File: config.mk
export PLATFORM = sky130hd
export DESIGN_NAME = bmct_seq
export DESIGN_NICKNAME = d
export VERILOG_FILES = /design/src/rtl/bmct_pkg.sv /design/src/rtl/bmct_seq.sv
export SDC_FILE = /design/constraint.sdc
export NUM_CORES = 1
export LEC_CHECK = 0
export BUFFER_PORTS_ARGS = -buffer_cell sky130_fd_sc_hd__buf_2
export CORE_MARGIN = 10
export CORE_UTILIZATION = 50
export CTS_BUF_LIST = sky130_fd_sc_hd__clkbuf_16
export DETAILED_ROUTE_END_ITERATION = 6
export HOLD_SLACK_MARGIN = 0.03
export PLACE_DENSITY = 0.69
export RECOVER_POWER = 100
export SLEW_MARGIN = 20
export SYNTH_ARGS = -nofsm -noshare
export SYNTH_HDL_FRONTEND = slang
export SYNTH_SLANG_ARGS = --single-unit
File: constraint.sdc
create_clock -name clk -period 6.1 [get_ports clk]
set_input_delay 0.915 -clock clk [delete_from_list [all_inputs] [get_ports clk]]
set_output_delay 0.915 -clock clk [all_outputs]
set_load 0.02 [all_outputs]
File: src/rtl/bmct_pkg.sv
`default_nettype none

package bmct_pkg;

  localparam int MAX_WIDTH  = 256;
  localparam int MAX_HEIGHT = 256;
  localparam int LAT_W      = MAX_WIDTH + 1;
  localparam int LAT_H      = MAX_HEIGHT + 1;
  localparam int MAX_DIM    = (MAX_WIDTH > MAX_HEIGHT) ? MAX_WIDTH : MAX_HEIGHT;
  // one spare bit so that a coordinate minus one wraps far above any bound
  localparam int COORD_W    = $clog2(MAX_DIM + 2) + 1;
  localparam int MSK_DEPTH  = MAX_WIDTH * MAX_HEIGHT;
  localparam int MSK_AW     = $clog2(MSK_DEPTH);
  localparam int VIS_DEPTH  = LAT_W * LAT_H;
  localparam int VIS_AW     = $clog2(VIS_DEPTH);

  localparam logic [1:0] FN_WRITE = 2'd0;
  localparam logic [1:0] FN_START = 2'd1;
  localparam logic [1:0] FN_STEP  = 2'd2;

  localparam logic [1:0] REG_MARK   = 2'd0;
  localparam logic [1:0] REG_WIDTH  = 2'd1;
  localparam logic [1:0] REG_HEIGHT = 2'd2;

  typedef logic [COORD_W-1:0] coord_t;

  typedef struct packed {
    logic [1:0] func;
    logic [7:0] pixel_x;
    logic [7:0] pixel_y;
    logic [7:0] pixel_value;
  } in_item_t;

  typedef struct packed {
    logic [8:0] point_x;
    logic [8:0] point_y;
    logic       found;
    logic       is_start;
  } out_item_t;

  typedef struct packed {
    logic              re;
    logic [MSK_AW-1:0] addr;
  } msk_rd_t;

  typedef struct packed {
    logic              clr_go;
    logic              we;
    logic [VIS_AW-1:0] waddr;
    logic              re;
    logic [VIS_AW-1:0] raddr;
  } vis_ctl_t;

  function automatic coord_t eff_size(input logic [8:0] v, input int unsigned maxv);
    coord_t r;
    if (v == 9'd0) begin
      r = COORD_W'(1);
    end else if (32'(v) > 32'(maxv)) begin
      r = COORD_W'(maxv);
    end else begin
      r = COORD_W'(v);
    end
    return r;
  endfunction

  function automatic logic [MSK_AW-1:0] mask_addr(input coord_t x, input coord_t y);
    return MSK_AW'(MSK_AW'(y) * MSK_AW'(MAX_WIDTH) + MSK_AW'(x));
  endfunction

  function automatic logic [VIS_AW-1:0] vis_addr(input coord_t x, input coord_t y);
    return VIS_AW'(VIS_AW'(y) * VIS_AW'(LAT_W) + VIS_AW'(x));
  endfunction

  function automatic logic in_img(input coord_t x, input coord_t y,
                                  input coord_t w, input coord_t h);
    return (x < w) && (y < h);
  endfunction

  function automatic logic in_lat(input coord_t x, input coord_t y);
    return (x < COORD_W'(LAT_W)) && (y < COORD_W'(LAT_H));
  endfunction

endpackage

`default_nettype wire

File: src/rtl/bmct_seq.sv
`default_nettype none

module bmct_seq (
  input  wire logic                clk,
  input  wire logic                rst_n,
  input  wire logic                start,
  input  wire bmct_pkg::in_item_t  in_item,
  input  wire bmct_pkg::coord_t    w_use,
  input  wire bmct_pkg::coord_t    h_use,
  output logic                     busy,
  output bmct_pkg::msk_rd_t        msk_rd,
  input  wire logic                mask_bit,
  output bmct_pkg::vis_ctl_t       vis_ctl,
  input  wire logic                vis_bit,
  input  wire logic                clr_busy,
  output logic                     out_strobe,
  output bmct_pkg::out_item_t      out_item
);

  localparam logic [1:0] S_IDLE = 2'd0;
  localparam logic [1:0] S_SCAN = 2'd1;
  localparam logic [1:0] S_RD   = 2'd2;
  localparam logic [1:0] S_DEC  = 2'd3;

  logic [1:0]          state_r, state_nxt;
  bmct_pkg::coord_t    cur_x_r, cur_y_r;
  logic                active_r;
  logic [1:0]          ph_r;
  bmct_pkg::coord_t    sx_r, sy_r;
  logic                scan_end_r;
  logic                pend_r;
  bmct_pkg::coord_t    pend_x_r, pend_y_r;
  logic                hit_r;
  bmct_pkg::coord_t    hit_x_r, hit_y_r;
  logic [3:0]          pok_r, tok_r;
  logic [2:0]          pbit_r, vbit_r;
  logic                out_strobe_r;
  bmct_pkg::out_item_t out_item_r;

  logic                accept;
  logic                scan_issue, hit_now, scan_fin;
  bmct_pkg::coord_t    xm1, xp1, ym1, yp1;
  bmct_pkg::coord_t    mx, my, tx, ty;
  logic                m_ok, t_ok;
  logic                pa, pb, pc, pd;
  logic                s0, s1, s2, s3;
  logic                mv_l, mv_r, mv_u, mv_d, mv_any;
  bmct_pkg::coord_t    nx, ny;

  assign accept = start && !busy;
  assign busy   = (state_r != S_IDLE);

  assign xm1 = cur_x_r - bmct_pkg::COORD_W'(1);
  assign xp1 = cur_x_r + bmct_pkg::COORD_W'(1);
  assign ym1 = cur_y_r - bmct_pkg::COORD_W'(1);
  assign yp1 = cur_y_r + bmct_pkg::COORD_W'(1);

  // phase k reads mask pixel k and the visited bit of move target k
  always_comb begin
    case (ph_r)
      2'd0: begin mx = xm1;     my = cur_y_r; tx = xm1;     ty = cur_y_r; end
      2'd1: begin mx = xm1;     my = ym1;     tx = xp1;     ty = cur_y_r; end
      2'd2: begin mx = cur_x_r; my = ym1;     tx = cur_x_r; ty = ym1;     end
      default: begin mx = cur_x_r; my = cur_y_r; tx = cur_x_r; ty = yp1; end
    endcase
  end

  assign m_ok = bmct_pkg::in_img(mx, my, w_use, h_use);
  assign t_ok = bmct_pkg::in_lat(tx, ty);

  assign scan_issue = !hit_r && !scan_end_r;
  assign hit_now    = (state_r == S_SCAN) && pend_r && mask_bit && !hit_r;
  assign scan_fin   = (hit_r || (scan_end_r && !pend_r)) && !clr_busy;

  always_comb begin
    msk_rd.re   = ((state_r == S_SCAN) && scan_issue) || ((state_r == S_RD) && m_ok);
    msk_rd.addr = (state_r == S_SCAN) ? bmct_pkg::mask_addr(sx_r, sy_r)
                                      : bmct_pkg::mask_addr(mx, my);
  end

  // last pixel and target arrive straight from the memories
  assign pa = pbit_r[0];
  assign pb = pbit_r[1];
  assign pc = pbit_r[2];
  assign pd = mask_bit && pok_r[3];
  assign s0 = !tok_r[0] || vbit_r[0];
  assign s1 = !tok_r[1] || vbit_r[1];
  assign s2 = !tok_r[2] || vbit_r[2];
  assign s3 = !tok_r[3] || vis_bit;

  assign mv_l   = pa && !pb && !s0;
  assign mv_r   = pc && !pd && !s1;
  assign mv_u   = pb && !pc && !s2;
  assign mv_d   = !pa && pd && !s3;
  assign mv_any = mv_l || mv_r || mv_u || mv_d;

  always_comb begin
    if (mv_l) begin
      nx = xm1;     ny = cur_y_r;
    end else if (mv_r) begin
      nx = xp1;     ny = cur_y_r;
    end else if (mv_u) begin
      nx = cur_x_r; ny = ym1;
    end else begin
      nx = cur_x_r; ny = yp1;
    end
  end

  always_comb begin
    vis_ctl.clr_go = accept && (in_item.func == bmct_pkg::FN_START);
    vis_ctl.we     = (state_r == S_DEC) && mv_any;
    vis_ctl.waddr  = bmct_pkg::vis_addr(nx, ny);
    vis_ctl.re     = (state_r == S_RD) && t_ok;
    vis_ctl.raddr  = bmct_pkg::vis_addr(tx, ty);
  end

  always_comb begin
    state_nxt = state_r;
    unique case (state_r)
      S_IDLE: begin
        if (accept && (in_item.func == bmct_pkg::FN_START)) begin
          state_nxt = S_SCAN;
        end else if (accept && (in_item.func == bmct_pkg::FN_STEP) && active_r) begin
          state_nxt = S_RD;
        end
      end
      S_SCAN: if (scan_fin) state_nxt = S_IDLE;
      S_RD:   if (ph_r == 2'd3) state_nxt = S_DEC;
      S_DEC:  state_nxt = S_IDLE;
      default: state_nxt = S_IDLE;
    endcase
  end

  always_ff @(posedge clk) begin
    if (!rst_n) begin
      state_r      <= S_IDLE;
      active_r     <= 1'b0;
      cur_x_r      <= '0;
      cur_y_r      <= '0;
      ph_r         <= 2'd0;
      scan_end_r   <= 1'b0;
      pend_r       <= 1'b0;
      hit_r        <= 1'b0;
      out_strobe_r <= 1'b0;
    end else begin
      state_r      <= state_nxt;
      out_strobe_r <= 1'b0;
      case (state_r)
        S_IDLE: begin
          if (accept && (in_item.func == bmct_pkg::FN_START)) begin
            sx_r       <= '0;
            sy_r       <= '0;
            scan_end_r <= 1'b0;
            pend_r     <= 1'b0;
            hit_r      <= 1'b0;
          end else if (accept && (in_item.func == bmct_pkg::FN_STEP)) begin
            ph_r <= 2'd0;
            if (!active_r) begin
              out_strobe_r <= 1'b1;
              out_item_r   <= '0;
            end
          end
        end
        S_SCAN: begin
          pend_r   <= scan_issue;
          pend_x_r <= sx_r;
          pend_y_r <= sy_r;
          if (scan_issue) begin
            if (sx_r == w_use - bmct_pkg::COORD_W'(1)) begin
              sx_r <= '0;
              if (sy_r == h_use - bmct_pkg::COORD_W'(1)) begin
                scan_end_r <= 1'b1;
              end else begin
                sy_r <= sy_r + bmct_pkg::COORD_W'(1);
              end
            end else begin
              sx_r <= sx_r + bmct_pkg::COORD_W'(1);
            end
          end
          if (hit_now) begin
            hit_r   <= 1'b1;
            hit_x_r <= pend_x_r;
            hit_y_r <= pend_y_r;
          end
          if (scan_fin) begin
            out_strobe_r <= 1'b1;
            active_r     <= hit_r;
            if (hit_r) begin
              cur_x_r             <= hit_x_r;
              cur_y_r             <= hit_y_r;
              out_item_r.point_x  <= 9'(hit_x_r);
              out_item_r.point_y  <= 9'(hit_y_r);
              out_item_r.found    <= 1'b1;
              out_item_r.is_start <= 1'b1;
            end else begin
              out_item_r <= '0;
            end
          end
        end
        S_RD: begin
          pok_r[ph_r] <= m_ok;
          tok_r[ph_r] <= t_ok;
          if (ph_r != 2'd0) begin
            pbit_r[ph_r - 2'd1] <= mask_bit && pok_r[ph_r - 2'd1];
            vbit_r[ph_r - 2'd1] <= vis_bit;
          end
          ph_r <= ph_r + 2'd1;
        end
        S_DEC: begin
          out_strobe_r <= 1'b1;
          if (mv_any) begin
            cur_x_r             <= nx;
            cur_y_r             <= ny;
            out_item_r.point_x  <= 9'(nx);
            out_item_r.point_y  <= 9'(ny);
            out_item_r.found    <= 1'b1;
            out_item_r.is_start <= 1'b0;
          end else begin
            active_r   <= 1'b0;
            out_item_r <= '0;
          end
        end
        default: ;
      endcase
    end
  end

  assign out_strobe = out_strobe_r;
  assign out_item   = out_item_r;

endmodule

`default_nettype wire

==> Word-level counts from Yosys, hierarchy flattened <==
Index checks and enable logic that the tools add are counted.
{ "word_totals": {"register_bits": 123, "word_cells": 217, "out_inout_bits": 76, "in_bits": 52} }
{ "classes": {"eq_ne": 25, "reduce_logical": 78, "mux": 67, "n_lt_le_gt_ge": 8, "multipliers": 2, "add_sub_neg": 14} }
{ "op_table": {"columns": ["op", "count"], "rows": [
  ["two-way mux 10 bit", 19],
  ["two-way mux 20 bit", 6],
  ["case mux 10 bit (2 select lines)", 6],
  ["case mux 20 bit (3 select lines)", 1],
  ["adder 10 x 1 -> 10 bit, second input constant", 4],
  ["subtractor 10 x 1 -> 10 bit, second input constant", 4],
  ["adder 17 x 10 -> 17 bit", 2],
  ["multiplier 10 x 9 -> 17 bit, second input constant", 2],
  ["adder 16 x 10 -> 16 bit", 2],
  ["logical AND 1 bit", 28],
  ["inequality test 2 bit, second input constant", 11],
  ["equality test 10 bit", 2],
  ["less-than comparator 10 bit", 2],
  ["less-than comparator 10 x 9 -> 1 bit, second input constant", 2],
  ["AND reduction 3 bit", 6],
  ["zero test 1 bit", 17],
  ["two-way mux 16 bit", 1],
  ["two-way mux 1 bit", 14],
  ["two-way mux 2 bit", 6],
  ["AND reduction 6 bit", 2],
  ["equality test 2 bit, second input constant", 5],
  ["nonzero test 2 bit", 5],
  ["logical OR 1 bit", 9],
  ["bitwise mux 4 bit", 2],
  ["20 further kinds", 36]
]} }

==> Depth between registers and ports, before layout <==
{ "depth": {"ltp_word": 9, "ltp_mapped": 18, "mapped_depth_nobuf": 16} }

==> Worst setup path before layout <==
Ideal clock, no wire load.
{ "synth_path": {"path_type": "reg2out", "from": "register cur_y_r[0]", "to": "output vis_ctl[15] (netlist bit)", "path_stages_with_launch": 18, "required_time_ns": 5.185, "slack_ns": 0.879, "arrival_ns": 4.306, "n_path_buf": 2, "cell_sequence": "dfxtp_1 > clkbuf_1 > clkbuf_1 > inv_1 > ha_1 > nor3b_2 > nand3_1 > a21o_1 > a31oi_1 > inv_1 > ha_1 > ha_1 > ha_1 > ha_1 > nand3_1 > or4_1 > and4_1 > a211oi_1"} }
{ "synth_rtl": {"columns": ["item", "line", "source"], "rows": [
  ["start: declaration", "bmct_seq.sv:26", "bmct_pkg::coord_t cur_x_r, cur_y_r;"],
  ["start signal: assignment", "bmct_seq.sv:190", "cur_y_r <= hit_y_r;"],
  ["start signal: assignment", "bmct_seq.sv:213", "cur_y_r <= ny;"],
  ["end: declaration", "bmct_seq.sv:13", "output bmct_pkg::vis_ctl_t vis_ctl,"]
]} }

==> results.yml <==
status:
  outcome: "finished with violations"
  violations: "max-capacitance violations, max-slew violations"
sta:
  period_minus_slack_ns: 5.86
  setup_viol: 0
  hold_ws_ns: 0.417
  rsz0062_at_grt: "false"
  hold_viol: 0
  fin_skew_ns: 0.00835
  slew_headroom_pct: -3.30
  setup_tns_ns: 0
  period_share_pct: 96.1
  tightestPinTransition_ns: 1.53
  report.final.slew_viol_count: 35
  fmax_ghz: 0.171
final_layout:
  drive_gt1_share_pct: 10.1
  finalNonFillerCells: 1511
  fin_area_sq_mm: 0.0115
  nNetsFinal: 1375
  fillers: 1881
  antenna_cells: 0
  mostFrequentLayoutCells: "nand2_1, nor2_1, edfxtp_1"
  syn_to_final_growth_pct: 11.9
global_routing:
  grt_first_pass_wirelength_um: 47200
  grt_usage_pct: 22.2
  grt_max_degree: 26
  gr-total-overflow: 0
  grt_pass1_vias: 8751
  antenna_found_initial: 0
clocking:
  cts_made_buffers: 17
  cts_setup_buffers: 0
  clockRootBuffer: "clkbuf_16"
  cts.sinks: 123
  cts_tree: "yes"
  clk_pin_slew_ns: 0.05
  clk_latency_ns: 0.42
  h-tree-depth: 4
  ctsLongestPathBuffers: 2
logic_synthesis:
  avgSynthCellArea_sq_um: 8.93
  syn-num-nets: 1293
  ys_types: 89
  ys_ff_latch: 123
  synth_area_sq_mm: 0.0102
  async_reset_ff_share_pct: 0
  yosysSeqAreaShare_pct: 33.3
  yosysWarnings: 0
  synth_cells: 1146
  synthFlopType: "edfxtp_1"
  synth_edf_count: 94
placed_design:
  io_buffers: 103
  post-dp-hpwl_um: 22800
  gp_congestion: 0.963
  dp_cells: 1479
  placed_area_sq_mm: 0.0110
floorplanning:
  initial_core_util_pct: 50.7
  die_w_um: 163
  row_count: 52
  ios: 128
  dieArea_sq_mm: 0.0266
  core_area_sq_mm: 0.0202
  die_h_um: 163
critical_path:
  worstPathMaxFanout: 6
  start_kind: "primary input"
  crit_type: "in2out"
  path_cells: "clkbuf_1 -> and2_1 -> o21ai_0 -> a21oi_1 -> xor2_1 -> ha_1 -> ha_1 -> ha_1 -> ha_1 -> and3_1 -> a21oi_1 -> o31a_1 -> a21oi_1 -> nand3_1 -> xnor2_1 -> clkbuf_2"
  slowest_stage: "o21ai_0"
  cpMostUsedCell: "ha_1"
  worst_ep_arrival_time_ns: 4.95
  endpoint_kind: "output pin"
  slowest_delay_ns: 0.77
  rrSetupSlack_ns: 2.03
  cp.required_ns: 5.18
pwr:
  p_leak_uw: 0.00453
  ir_drop_mv: 0.145
  cellPowerDensity_mw_per_mm2: 194
  totalPowerFinal_uw: 2220
route:
  routed_wl_um: 29900
  vias: 9237
  drc: 0
  detail_route.wl_per_cell_um: 19.8
  antenna_left: 0
  avgViaCountPerCell: 6.11
  drt_first_pass_iters: 6
  drt_iter0_markers: 800
worst_hold_path:
  hp-class: "reg2reg"
flow_run:
  drv_cap: 2
critical path: cells and delay by family:
| kind | cells | cell delay, ns |
|---|---|---|
| AO/OA/AOI/OAI | 5 | 1.43 |
| XOR/XNOR | 2 | 0.46 |
| adder cells (fa/ha/maj) | 4 | 1.25 |
| buffers and inverters | 2 | 0.33 |
| AND/OR/NAND/NOR | 3 | 0.56 |
cell type report:
cell class                 instances  area, sq um  area share [%]
clock buffer                      17          425            3.71
clock inverter                    15          173            1.51
inverter                          62          233            2.03
multi-input combinational        894         6280            54.8
sequential                       123         3400            29.7
tap                              270          338            2.95
timing repair buffer             130          607            5.30
synthesized netlist by cell type (5+ instances only):
master,count,share of area [%]
a211o_1,6,0.51
a211oi_1,9,0.66
a21boi_0,7,0.51
a21o_1,10,0.73
a21oi_1,76,3.7
a221oi_1,6,0.51
a22o_1,19,1.6
a311oi_1,7,0.60
a31oi_1,11,0.67
and2_1,14,0.86
and3_1,15,0.92
and4_1,6,0.51
buf_1,7,0.26
buf_2,11,0.54
buf_6,6,0.66
clkbuf_1,40,1.5
dfxtp_1,29,5.7
edfxtp_1,94,28
ha_1,91,11
inv_1,59,2.2
mux2_2,7,0.77
nand2_1,95,3.5
nand2b_1,9,0.55
nand3_1,45,2.2
nand4_1,18,1.1
nand4b_1,5,0.43
nor2_1,96,3.5
nor2b_1,9,0.55
nor3_1,29,1.4
nor4_1,10,0.61
o211ai_1,11,0.81
o21a_1,9,0.66
o21ai_0,44,2.2
o31a_1,5,0.43
o31ai_1,5,0.37
or2_2,6,0.37
or3_1,15,0.92
or4_1,6,0.44
xnor2_1,62,5.3
xor2_1,41,3.5
metal layers:
metal  part of all wire (%)  vias to the layer above  track usage, %
li1                       -                     4399               -
met1                     44                     4366            29.5
met2                     45                      411            34.7
met3                    8.5                       61            4.96
met4                    2.8                        0            8.16
met5                      0                        -               0
repair_timing:
item / 4_1_cts / 5_1_grt
resized for setup: 0 / 8
hold buffers: 0 / 0
endpoints found under the setup margin: 0 / 6
through the flow:
step                utilization (%)  setup slack [ns]
floorplan                         -             0.879
global placement               54.4             0.522
detailed placement             54.4             0.501
CTS                            57.4            0.0119
global route                   56.8            0.0124
finish                         56.8             0.239
path summary, 6_finish.rpt:
| kind | startpoint | to | cells after the start |
|---|---|---|---|
| worst min-delay path | pend_y_r[7]$_DFFE_PP_ | hit_y_r[7]$_DFFE_PP_ | 0 |
| worst max-delay path | mask_bit | vis_ctl[33] | 16 |
| worst max register to register | cur_x_r[0]$_SDFFE_PN0P_ | pok_r[2]$_DFFE_PP_ | 11 |
| worst min register to register | pend_y_r[7]$_DFFE_PP_ | hit_y_r[7]$_DFFE_PP_ | 0 |
report_power, final:
group | total (uW) | leakage [uW] | switching (uW) | internal [uW]
registers | 912 | 0.00109 | 9.61 | 903
clock network | 1030 | 0.000288 | 387 | 641
logic | 284 | 0.00315 | 183 | 101
cell families (layout without fill, tap and decap cells):
| group | Yosys count | after routing | synth area share, % |
|---|---|---|---|
| and+or+nand+nor | 413 | 413 | 21.2 |
| AOI/OAI and AO/OA | 274 | 274 | 18.3 |
| buffers and inverters | 129 | 224 | 5.45 |
| DFF | 123 | 123 | 33.3 |
| xor gates and xnor gates | 103 | 103 | 8.81 |
| adders and majority gates | 95 | 95 | 11.9 |
| muxes | 9 | 9 | 1.09 |
sequential cells by signal, summed over array words and instances, names as in the netlist, 2 cells and up:
name,flops
pok_r,4
sx_r,10
out_item,20
hit_x_r,10
cur_x_r,10
pend_x_r,10
ph_r,2
sy_r,10
pbit_r,3
cur_y_r,10
hit_y_r,10
vbit_r,3
tok_r,4
state_r,2
pend_y_r,10
Note: power is estimated with default switching activity, not from simulation.
